<file path="src/rtl/assert_macros.svh">
// ----------------------------------------------------------------------------
// Assertion macros
// Concurrent assertion wrappers shared by the RTL; empty under synthesis.
// ----------------------------------------------------------------------------
`ifndef ASSERT_MACROS_SVH
`define ASSERT_MACROS_SVH

`ifndef SYNTHESIS
// property must hold at every clock edge outside reset
`define NTC_ASSERT(lbl, clk, rst, prop) \
   lbl: assert property (@(posedge clk) disable iff (rst) (prop)) \
      else $error("assertion failed");
// expression must never be true outside reset
`define NTC_ASSERT_NEVER(lbl, clk, rst, expr) \
   lbl: assert property (@(posedge clk) disable iff (rst) !(expr)) \
      else $error("forbidden condition seen");
`else
`define NTC_ASSERT(lbl, clk, rst, prop)
`define NTC_ASSERT_NEVER(lbl, clk, rst, expr)
`endif

`endif

</file>
<file path="src/rtl/ntc_pkg.sv">
// ----------------------------------------------------------------------------
// ntc_pkg
// Widths, constants, resistance tables and handshake types of the
// thermistor code to temperature converter.
// ----------------------------------------------------------------------------
package ntc_pkg;

   localparam int CODE_W         = 12;
   localparam int TEMP_W         = 12;
   localparam int ADC_FULL_SCALE = 4095;
   localparam int BIAS_OHMS      = 10000;

   // divider: dividend holds 10000*code and (R-p0)<<8, divisor holds
   // full_scale-code and p1-p0
   localparam int DIV_W  = 26;
   localparam int DVS_W  = 17;
   localparam int CNT_W  = $clog2(DIV_W + 1);

   localparam int ROM_LEN = 34;
   localparam int IDX_W   = $clog2(ROM_LEN);
   localparam int OHM_W   = 19;

   localparam int T_FIRST = 1250;
   localparam int T_LAST  = -400;
   localparam int T_STEP  = 50;
   localparam int FRAC_W  = 8;
   localparam int ALPHA_W = FRAC_W + 1;
   localparam int SCALE_W = ALPHA_W + 6;

   typedef logic [OHM_W-1:0] ohm_type;

   typedef struct packed {
      logic             start;
      logic [DIV_W-1:0] dividend;
      logic [DVS_W-1:0] divisor;
   } div_req_type;

   typedef struct packed {
      logic             done;
      logic [DIV_W-1:0] quotient;
   } div_rsp_type;

   localparam ohm_type ROM_B3435 [ROM_LEN] = '{
      19'd531,    19'd596,    19'd672,    19'd758,    19'd858,    19'd974,
      19'd1110,   19'd1268,   19'd1452,   19'd1669,   19'd1925,   19'd2228,
      19'd2586,   19'd3014,   19'd3535,   19'd4161,   19'd4917,   19'd5834,
      19'd6948,   19'd8315,   19'd10000,  19'd12081,  19'd14674,  19'd17926,
      19'd22021,  19'd27219,  19'd33892,  19'd42506,  19'd53650,  19'd68237,
      19'd87559,  19'd113347, 19'd148171, 19'd195652
   };

   localparam ohm_type ROM_B3977 [ROM_LEN] = '{
      19'd351,    19'd398,    19'd454,    19'd519,    19'd595,    19'd685,
      19'd792,    19'd919,    19'd1070,   19'd1253,   19'd1472,   19'd1739,
      19'd2064,   19'd2463,   19'd2954,   19'd3563,   19'd4323,   19'd5279,
      19'd6486,   19'd8025,   19'd10000,  19'd12555,  19'd15887,  19'd20272,
      19'd26094,  19'd33900,  19'd44474,  19'd58952,  19'd78999,  19'd107095,
      19'd146974, 19'd204347, 19'd288075, 19'd412135
   };

   // resistance at table index; entries run from 125.0 down to -40.0 degC
   function automatic ohm_type rom_ohms(input logic sel, input logic [IDX_W-1:0] idx);
      ohm_type val;
      val = '0;
      if (idx < IDX_W'(ROM_LEN)) begin
         case (sel)
            1'b0:    val = ROM_B3435[idx];
            default: val = ROM_B3977[idx];
         endcase
      end
      return val;
   endfunction

endpackage

</file>
<file path="src/rtl/ntc_serial_div.sv">
// ----------------------------------------------------------------------------
// ntc_serial_div
// Restoring unsigned divider, one quotient bit per cycle, MSB first.
// ----------------------------------------------------------------------------
module ntc_serial_div (
   input  logic                 clock,
   input  logic                 reset,
   input  ntc_pkg::div_req_type div_req,
   output ntc_pkg::div_rsp_type div_rsp
);

   logic                       run_ff, run_in;
   logic                       done_ff, done_in;
   logic [ntc_pkg::CNT_W-1:0]  cnt_ff, cnt_in;
   logic [ntc_pkg::DIV_W-1:0]  dvd_ff, dvd_in;
   logic [ntc_pkg::DVS_W-1:0]  dvs_ff, dvs_in;
   logic [ntc_pkg::DVS_W-1:0]  rem_ff, rem_in;
   logic [ntc_pkg::DVS_W:0]    shifted;
   logic [ntc_pkg::DVS_W:0]    diff;
   logic                       ge;

   // remainder stays below the divisor, so the shifted value is below twice it
   assign shifted = {rem_ff, dvd_ff[ntc_pkg::DIV_W-1]};
   assign diff    = shifted - {1'b0, dvs_ff};
   assign ge      = ~diff[ntc_pkg::DVS_W];

   always_comb begin
      run_in  = run_ff;
      done_in = 1'b0;
      cnt_in  = cnt_ff;
      dvd_in  = dvd_ff;
      dvs_in  = dvs_ff;
      rem_in  = rem_ff;
      if (div_req.start) begin
         run_in = 1'b1;
         cnt_in = '0;
         dvd_in = div_req.dividend;
         dvs_in = div_req.divisor;
         rem_in = '0;
      end else if (run_ff) begin
         rem_in = ge ? diff[ntc_pkg::DVS_W-1:0] : shifted[ntc_pkg::DVS_W-1:0];
         dvd_in = {dvd_ff[ntc_pkg::DIV_W-2:0], ge};
         cnt_in = cnt_ff + 1'b1;
         if (cnt_ff == ntc_pkg::CNT_W'(ntc_pkg::DIV_W - 1)) begin
            run_in  = 1'b0;
            done_in = 1'b1;
         end
      end
   end

   always_ff @(posedge clock) begin
      if (reset) begin
         run_ff  <= 1'b0;
         done_ff <= 1'b0;
      end else begin
         run_ff  <= run_in;
         done_ff <= done_in;
      end
      cnt_ff <= cnt_in;
      dvd_ff <= dvd_in;
      dvs_ff <= dvs_in;
      rem_ff <= rem_in;
   end

   assign div_rsp.done     = done_ff;
   assign div_rsp.quotient = dvd_ff;

endmodule

</file>
<file path="src/rtl/ntc_adc_to_temperature.sv">
// ----------------------------------------------------------------------------
// ntc_adc_to_temperature
// Thermistor divider ADC code to temperature in tenths of a degree Celsius:
// resistance by serial division, table walk, interpolation by serial division.
// ----------------------------------------------------------------------------
//   channel   ports                              handshake
//   request   start, busy, req_adc_code          taken when start && !busy
//   response  rsp_valid, rsp_temperature_tenths  one-cycle strobe, no stall
//   csr       csr_write_enable, csr_write_data   written on enable
//
// A full-scale code answers in the cycle after it is accepted. Otherwise the
// resistance divide runs first; out-of-table resistances answer right after it.
// In range, the table walk follows and then the fraction divide, after which
// the result is issued.
// Synchronous active-high reset; the curve select register resets to curve 0.
// The receiver cannot stall; busy stays high until the result is issued.
// ----------------------------------------------------------------------------
`include "assert_macros.svh"

module ntc_adc_to_temperature (
   input  logic                                clock,
   input  logic                                reset,
   input  logic                                start,
   output logic                                busy,
   input  logic [ntc_pkg::CODE_W-1:0]          req_adc_code,
   output logic                                rsp_valid,
   output logic signed [ntc_pkg::TEMP_W-1:0]   rsp_temperature_tenths,
   input  logic                                csr_write_enable,
   input  logic                                csr_write_data
);

   localparam logic [1:0] S_IDLE   = 2'd0;
   localparam logic [1:0] S_DIV1   = 2'd1;
   localparam logic [1:0] S_SEARCH = 2'd2;
   localparam logic [1:0] S_DIV2   = 2'd3;

   logic [1:0]                        state_ff, state_in;
   logic                              curve_ff, curve_in;
   logic [ntc_pkg::DIV_W-1:0]         ohms_ff, ohms_in;
   logic [ntc_pkg::IDX_W-1:0]         idx_ff, idx_in;
   logic signed [ntc_pkg::TEMP_W-1:0] result_ff, result_in;
   logic                              rsp_valid_ff, rsp_valid_in;

   ntc_pkg::div_req_type              div_req;
   ntc_pkg::div_rsp_type              div_rsp;

   logic                              accept;
   logic                              full_scale;
   ntc_pkg::ohm_type                  tab_lo, tab_hi, tab_cur, tab_nxt;
   logic [ntc_pkg::ALPHA_W-1:0]       alpha;
   logic [ntc_pkg::SCALE_W-1:0]       scaled;
   logic [ntc_pkg::SCALE_W-ntc_pkg::FRAC_W-1:0] drop;

   ntc_serial_div u_div (
      .clock   (clock),
      .reset   (reset),
      .div_req (div_req),
      .div_rsp (div_rsp)
   );

   assign accept     = start && (state_ff == S_IDLE);
   assign full_scale = ntc_pkg::DVS_W'(req_adc_code) >= ntc_pkg::DVS_W'(ntc_pkg::ADC_FULL_SCALE);

   assign tab_lo  = ntc_pkg::rom_ohms(curve_ff, '0);
   assign tab_hi  = ntc_pkg::rom_ohms(curve_ff, ntc_pkg::IDX_W'(ntc_pkg::ROM_LEN - 1));
   assign tab_cur = ntc_pkg::rom_ohms(curve_ff, idx_ff);
   assign tab_nxt = ntc_pkg::rom_ohms(curve_ff, idx_ff + 1'b1);

   // floor of -alpha*50/256, taken as a ceiling on the magnitude
   assign alpha  = div_rsp.quotient[ntc_pkg::ALPHA_W-1:0];
   assign scaled = ntc_pkg::SCALE_W'(alpha) * ntc_pkg::SCALE_W'(ntc_pkg::T_STEP)
                 + ntc_pkg::SCALE_W'((1 << ntc_pkg::FRAC_W) - 1);
   assign drop   = scaled[ntc_pkg::SCALE_W-1:ntc_pkg::FRAC_W];

   always_comb begin
      state_in         = state_ff;
      curve_in         = curve_ff;
      ohms_in          = ohms_ff;
      idx_in           = idx_ff;
      result_in        = result_ff;
      rsp_valid_in     = 1'b0;
      div_req.start    = 1'b0;
      div_req.dividend = ntc_pkg::DIV_W'(ntc_pkg::BIAS_OHMS * req_adc_code);
      div_req.divisor  = ntc_pkg::DVS_W'(ntc_pkg::ADC_FULL_SCALE)
                       - ntc_pkg::DVS_W'(req_adc_code);

      if (csr_write_enable) begin
         curve_in = csr_write_data;
      end

      unique case (state_ff)
         S_IDLE: begin
            if (accept) begin
               if (full_scale) begin
                  result_in    = ntc_pkg::TEMP_W'(ntc_pkg::T_LAST);
                  rsp_valid_in = 1'b1;
               end else begin
                  div_req.start = 1'b1;
                  state_in      = S_DIV1;
               end
            end
         end
         S_DIV1: begin
            if (div_rsp.done) begin
               ohms_in = div_rsp.quotient;
               idx_in  = '0;
               if (div_rsp.quotient < ntc_pkg::DIV_W'(tab_lo)) begin
                  result_in    = ntc_pkg::TEMP_W'(ntc_pkg::T_FIRST);
                  rsp_valid_in = 1'b1;
                  state_in     = S_IDLE;
               end else if (div_rsp.quotient > ntc_pkg::DIV_W'(tab_hi)) begin
                  result_in    = ntc_pkg::TEMP_W'(ntc_pkg::T_LAST);
                  rsp_valid_in = 1'b1;
                  state_in     = S_IDLE;
               end else begin
                  state_in = S_SEARCH;
               end
            end
         end
         S_SEARCH: begin
            // walk up until the next entry is not below the resistance
            if (idx_ff < ntc_pkg::IDX_W'(ntc_pkg::ROM_LEN - 2)
                && ohms_ff > ntc_pkg::DIV_W'(tab_nxt)) begin
               idx_in = idx_ff + 1'b1;
            end else begin
               div_req.start    = 1'b1;
               div_req.dividend = (ohms_ff - ntc_pkg::DIV_W'(tab_cur)) << ntc_pkg::FRAC_W;
               div_req.divisor  = ntc_pkg::DVS_W'(tab_nxt - tab_cur);
               state_in         = S_DIV2;
            end
         end
         S_DIV2: begin
            if (div_rsp.done) begin
               result_in = ntc_pkg::TEMP_W'(ntc_pkg::T_FIRST)
                         - ntc_pkg::TEMP_W'(idx_ff * ntc_pkg::T_STEP)
                         - ntc_pkg::TEMP_W'(drop);
               rsp_valid_in = 1'b1;
               state_in     = S_IDLE;
            end
         end
         default: state_in = S_IDLE;
      endcase
   end

   always_ff @(posedge clock) begin
      if (reset) begin
         state_ff     <= S_IDLE;
         curve_ff     <= 1'b0;
         rsp_valid_ff <= 1'b0;
      end else begin
         state_ff     <= state_in;
         curve_ff     <= curve_in;
         rsp_valid_ff <= rsp_valid_in;
      end
      ohms_ff   <= ohms_in;
      idx_ff    <= idx_in;
      result_ff <= result_in;
   end

   assign busy                   = (state_ff != S_IDLE);
   assign rsp_valid              = rsp_valid_ff;
   assign rsp_temperature_tenths = result_ff;

   `NTC_ASSERT(a_accept_progress, clock, reset, (start && !busy) |=> (busy || rsp_valid))
   `NTC_ASSERT_NEVER(a_rsp_while_busy, clock, reset, rsp_valid && busy)
   `NTC_ASSERT(a_rsp_range, clock, reset, rsp_valid |-> (rsp_temperature_tenths >= -12'sd400 && rsp_temperature_tenths <= 12'sd1250))
   `NTC_ASSERT(a_div_done_state, clock, reset, div_rsp.done |-> (state_ff == S_DIV1 || state_ff == S_DIV2))

endmodule
</file>
<file path="config.mk">
export PLATFORM = sky130hd
export DESIGN_NAME = ntc_adc_to_temperature
export DESIGN_NICKNAME = d
export VERILOG_FILES = /design/src/rtl/ntc_pkg.sv /design/src/rtl/ntc_serial_div.sv /design/src/rtl/ntc_adc_to_temperature.sv
export VERILOG_INCLUDE_DIRS = /design/src /design/src/rtl
export SDC_FILE = /design/constraint.sdc
export NUM_CORES = 1
export LEC_CHECK = 0
export BUFFER_PORTS_ARGS = -buffer_cell sky130_fd_sc_hd__buf_2
export CAP_MARGIN = 40
export CORE_UTILIZATION = 31
export DETAILED_ROUTE_END_ITERATION = 7
export PLACE_DENSITY = 0.58
export SETUP_SLACK_MARGIN = 0.5
export SYNTH_ARGS = -nofsm -noshare
export SYNTH_HDL_FRONTEND = slang
export SYNTH_SLANG_ARGS = --single-unit
</file>
<file path="constraint.sdc">
create_clock -name clock -period 5.5 [get_ports clock]
set_input_delay 1.1 -clock clock [delete_from_list [all_inputs] [get_ports clock]]
set_output_delay 1.1 -clock clock [all_outputs]
set_load 0.05 [all_outputs]
</file>
After elaboration in Yosys (flattened, before gate mapping). Memories as Yosys holds them, arrays and structs flattened. Cells that the tools add are included. W data, S select, Z words.

Bits in writable memories: 0. Latch bits: 0. Memories: 4. Logic and storage cells: 116. ROM bits: 4864. Register bits after elaboration: 115.

Magnitude comparators: 9. Shift operators: 0. Reductions and logical operators: 12. Mux-type cells: 51. Equality and inequality tests: 12. Bitwise gates (word level): 4. Multipliers: 3. Div/mod/pow operators: 0. $add $sub $neg: 9.

Memory list: (no name shown) (depth 64, width 19, read ports 1, clocked after memory_dff 0, write ports 0, line ntc_pkg.sv:68) `default: val = ROM_B3977[idx];`; (no name shown) (depth 64, width 19, read ports 1, clocked after memory_dff 0, write ports 0, line ntc_pkg.sv:67) `1'b0: val = ROM_B3435[idx];`; (no name shown) (depth 64, width 19, read ports 1, clocked after memory_dff 0, write ports 0, line ntc_pkg.sv:68); (no name shown) (depth 64, width 19, read ports 1, clocked after memory_dff 0, write ports 0, line ntc_pkg.sv:67).

Operators with widths (count): $mux W19 (7); $mux W18 (6); $mux W12 (6); $gt A26 B19 Y1 (2); $mux W26 (2); $mux W44 (1); $mux W43 (1); $pmux W12 S3 (1); $lt A26 B19 Y1 (1); $mul A10 B12 Y22 const A (1); $lt A6 B6 Y1 const B (3); $sub A18 B17 Y18 (1); $sub A18 B18 Y18 (1); $mux W17 (1); $sub A17 B17 Y17 (1); $add A15 B8 Y15 const B (1); $ge A7 B7 Y1 const B (2); $mul A9 B5 Y14 const B (1); $mux W2 (7); $not A6 Y7 (2); $sub A12 B12 Y13 const A (1); $ge A12 B12 Y1 const B (1); $mux W1 (12); $mux W6 (2); other kinds (26) (36).

Depth between registers and ports, before layout.
Word-level depth: 12. Depth in mapped cells: 25.

Modules after synthesis. A second synthesis with hierarchy kept.

Cells, all modules: 1844. Area total of the unflattened synthesis: 15154.5 µm².

By module, submodules not included: ntc_adc_to_temperature (times used 1, cells an instance 1526, area an instance 11588.6 µm²); ntc_serial_div (times used 1, cells an instance 318, area an instance 3565.9 µm²).

Worst setup path before layout. No wires, ideal clock.

Path kind: input -> register. Start: in req_adc_code[4] in the netlist's numbering. End: reg u_div.dvd_ff[25] in the netlist's numbering (data pin). Cell stages on the path: 20. Library setup time: 0.254 ns. Data required time: 5.246 ns. Arrival time: 4.989 ns. Slack: 0.256 ns. Path through: inv_1 -> fa_1 -> inv_1 -> ha_1 -> inv_1 -> fa_1 -> inv_1 -> ha_1 -> inv_1 -> fa_1 -> inv_1 -> ha_1 -> inv_1 -> o22ai_1 -> o41ai_1 -> o2111a_1 -> o31ai_1 -> xnor2_1 -> o211ai_1 -> o21a_1.

Longest elaborated chain between the ends: 5.

Ends and longest elaborated chain: from (decl) (line ntc_adc_to_temperature.sv:25) `input logic [ntc_pkg::CODE_W-1:0] req_adc_code,`; branches (longest 4 deep; another with $mul A10 B12 Y22); $mux W26 (*) (line ntc_serial_div.sv:34) `if (div_req.start) begin`; named net u_div.dvd_in (one bit) (line ntc_serial_div.sv:15) `logic [ntc_pkg::DIV_W-1:0] dvd_ff, dvd_in;`; to (signal assigned) (line ntc_serial_div.sv:60) `dvd_ff <= dvd_in;`; to (decl) (line ntc_serial_div.sv:15).

Mark *: on every way through the listed nets, which the timed path passes. A chain may end at the register's enable or synchronous reset.

Final worst setup path.
Start: reg u_div.dvd_ff[2] in the netlist's numbering. End: reg result_ff (netlist bit rsp_temperature_tenths[10]) (data pin).

Longest elaborated chain between the ends: 5.

Ends and longest elaborated chain: $mul A9 B5 Y14 (line ntc_adc_to_temperature.sv:71) `assign scaled = ntc_pkg::SCALE_W'(alpha) * ntc_pkg::SCALE_W'(ntc_pkg::T_STEP)`; $add A15 B8 Y15 (line ntc_adc_to_temperature.sv:72) `+ ntc_pkg::SCALE_W'((1 << ntc_pkg::FRAC_W) - 1);`; $sub A12 B7 Y12 (line ntc_adc_to_temperature.sv:136) `- ntc_pkg::TEMP_W'(drop);`; $mux W12 (line ntc_adc_to_temperature.sv:133) `if (div_rsp.done) begin`; $pmux W12 S3 (*) (line ntc_adc_to_temperature.sv:91) `unique case (state_ff)`; named net result_in (one bit) (line ntc_adc_to_temperature.sv:41) `logic signed [ntc_pkg::TEMP_W-1:0] result_ff, result_in;`; to (signal assigned) (line ntc_adc_to_temperature.sv:157) `result_ff <= result_in;`; to (decl) (line ntc_adc_to_temperature.sv:41).

Mark *: on every way through the listed nets, which the timed path passes. The rest lies on a longest branch. The select of a mux whose other input is x is not followed.

==> impl_metrics.toml <==
[timing]
relSlewSlack_pct = 42.4
final-setup-viol-count = 0
rsz0062_at_grt = "yes"
period_needed_ps = 5000
fin_tns_setup_ps = 0
worstMarginPinSlew_ps = 864
fin_crit_sh_pct = 90.9
skew_ps = 13.2
fin_ws_ps = 501
finalHoldViolCount = 0
max_freq_mhz = 200
maxSlewViolCount = 0

[floorplanning]
num_rows = 79
initial_core_util_pct = 31.7
io_pins = 31
die_h_um = 221
dieWidth_um = 221
core_sq_mm = 0.0470
die_area_sq_mm = 0.0489

[logic_synthesis]
synth-edff-count = 87
postSynth.asyncResetShare_pct = 0
synth_ff_type = "edfxtp_1"
yosys-top-cells-area = "ha_1 (20%), edfxtp_1 (18%), a21oi_1 (6.4%)"
yosysSeqAreaShare_pct = 21.3
synth_cell_types = 84
synthCells = 1842
synth_top_cell_by_area = "ha_1"
synth_area_sq_mm = 0.0149
ys_ff_latch = 115
yosysWarnings = 0
synth.avg_cell_area_sq_um = 8.09
synth_top_area_share_pct = 20.4
synth_nets = 2134

[final_layout]
syn_to_final_growth_pct = 16.8
nets = 2182
nFillCells = 4794
n_antenna_cell = 0
layout-drive-gt1-share_pct = 14.4
regArea_sq_mm = 0.00317
final_common_cell = "ha_1"
final_cell_mix = "ha_1 (226), a21oi_1 (184), nand2_1 (162), inv_1 (148), nor2_1 (139)"
multi_input_area_sq_mm = 0.0112
final_area_sq_mm = 0.0174

[setup_path]
timing.rr.start = "u_div.dvd_ff[2]"
setup.worst_path.end = "rsp_temperature_tenths[10]"
cp_data_arrival_time_ps = 5180
path_class = "register to register"
cp-start-kind = "register"
r2r_end = "rsp_temperature_tenths[10]"
ff2ff_path_depth = 23
cp-end-kind = "register"
crit_fanout = 4
critPathLaunch = "u_div.dvd_ff[2]"
required_ps = 5680
r2r_slack_ps = 500

[outcome]
outcome = "finished clean"

[drt]
drt_iter0_drc = 1447
routedWlPerCell_um = 19.3
vias_per_cell = 5.60
routed_wirelength_um = 48500
post-route-drc-count = 0
dr.pass1.iters = 8
vias = 14100
antenna_left = 0

[place]
hpwlAfterDp_um = 36400
place_area_sq_mm = 0.0162
dp_slack_ps = 129
place.gp.congestion = 0.929
portBuffers = 30

[clock_tree]
cts_tree = "done"
clockBufferDepth = 2
clkTransAtPathRegs_ps = 60
cts_hold_buf = 0
clock_sinks = 115
htree_num_levels = 4
clock_latency_ps = 440
root_buffer = "clkbuf_16"
cts_made_buffers = 17

[pwr]
peakVddDrop_mv = 0.549
clock_power_share_pct = 16.1
switchingPower_mw = 3.20
p_leak_nw = 7.45
p_int_mw = 4.21
swShare_pct = 43.1
finalPower_mw = 7.41
p_comb_share_pct = 67.1
power_density_mw_per_mm2 = 426
seqPwrFrac_pct = 16.8

[run]
max_cap_viol_count = 0

[hold_path]
hold_class = "register to register"

[grt]
grt_max_degree = 75
antenna_found_initial = 0
grt_pass1_vias = 13600
grt_usage_pct = 19.7
grt_overflow = 0
grt_pass1_wl_um = 76700
==> state kept, by name (all words and copies together), names as in the netlist, named ones only <==
register	flops
rsp_valid	1
rsp_temperature_tenths	12
u_div.run_ff	1
u_div.rem_ff	17
u_div.dvs_ff	17
ohms_ff	26
u_div.dvd_ff	26
u_div.done_ff	1
state_ff	1
u_div.cnt_ff	5
curve_ff	1
idx_ff	6
==> metrics by stage <==
stage | hold WS (ps) | utilization (%) | instances
final | 491 | 37.1 | 2510
after global routing | 509 | 37.1 | 2510
after CTS | 493 | 36.0 | 2500
after detailed placement | 481 | 34.5 | 2460
after global placement | 461 | 34.4 | 2459
after floorplan | 440 | - | 1842
==> worst max-delay path, stage by stage (launching register included) <==
cell	delay, ps
edfxtp_1	460
buf_6	160
ha_1	210
ha_4	250
fa_1	550
ha_4	230
nor2b_1	120
o21ai_1	130
nand2b_1	130
a21o_1	220
a21oi_2	160
xnor2_1	150
buf_4	150
xnor2_1	70
ha_1	340
ha_4	260
a21o_1	210
a21oi_2	200
o21bai_4	90
a21oi_2	110
o21bai_1	100
a21oi_1	190
xor2_1	180
nand2_1	70
==> routing by layer <==
| layer | global-route usage, % | wire [um] | vias up | part of all wire [%] |
|---|---|---|---|---|
| li1 | - | - | 6724 | - |
| met1 | 27.2 | 21900 | 6731 | 45 |
| met2 | 31.0 | 22100 | 513 | 45 |
| met3 | 3.09 | 2960 | 87 | 6.1 |
| met4 | 6.79 | 1560 | 0 | 3.2 |
| met5 | 0 | 0 | - | 0 |
==> worst min path at each step <==
stage / startpoint / to / cells after the start
finish: u_div.dvd_ff[24] / ohms_ff[24] / 0
global route: u_div.dvd_ff[23] / ohms_ff[23] / 0
CTS: u_div.dvd_ff[24] / ohms_ff[24] / 0
detailed placement: u_div.dvd_ff[24] / ohms_ff[24] / 0
global placement: u_div.dvd_ff[23] / ohms_ff[23] / 0
floorplan: u_div.done_ff / rsp_valid / 2
==> kinds of logic (layout without fill, tap and decap cells) <==
group                      Yosys count  after routing  share of synthesized area [%]
AOI/OAI and AO/OA                  554            554                           23.2
buffers and inverters              271            332                           6.96
xor gates and xnor gates            97             97                           5.97
muxes                               28             28                           2.27
and+or+nand+nor                    502            502                           15.6
adders and majority gates          275            275                           24.7
DFF                                115            115                           21.3
==> power groups by stage <==
stage | logic (mW) | clock network, mW | registers, mW
detailed placement | 3.97 | 0 | 1.26
CTS | 4.18 | 1.22 | 1.24
floorplan | 3.07 | 0 | 1.24
global route | 5.54 | 1.25 | 1.26
global placement | 3.90 | 0 | 1.26
finish | 4.97 | 1.20 | 1.24
==> timing repair <==
action,4_1_cts,5_1_grt
buffers inserted,8,9
setup endpoints to repair,10,103
hold endpoints to repair,0,0
cloned,0,1
gates resized for setup,16,90
pin swaps,12,43
==> area by class of cell <==
type | instances | share of cell area (%)
Clock buffer | 19 | 2.54
Clock inverter | 13 | 0.992
Inverter | 170 | 3.73
Multi-Input combinational cell | 1456 | 64.2
Sequential cell | 115 | 18.2
Tap cell | 607 | 4.36
Timing Repair Buffer | 130 | 5.97
==> synth_stat cells (14+ instances only) <==
| master | count |
|---|---|
| xnor2_1 | 69 |
| inv_1 | 164 |
| xor2_1 | 25 |
| o211ai_1 | 26 |
| dfxtp_1 | 28 |
| nand4_1 | 15 |
| nor2b_1 | 14 |
| nand2_1 | 164 |
| o21ai_0 | 127 |
| nor2_1 | 145 |
| a21o_1 | 26 |
| buf_1 | 16 |
| a211oi_1 | 29 |
| fa_1 | 32 |
| nand3_1 | 34 |
| clkbuf_1 | 74 |
| mux2i_1 | 21 |
| ha_1 | 243 |
| o21a_1 | 18 |
| a21oi_1 | 192 |
| nor3_1 | 41 |
| edfxtp_1 | 87 |
| a31oi_1 | 21 |
Power figures use the tool's default switching activity.
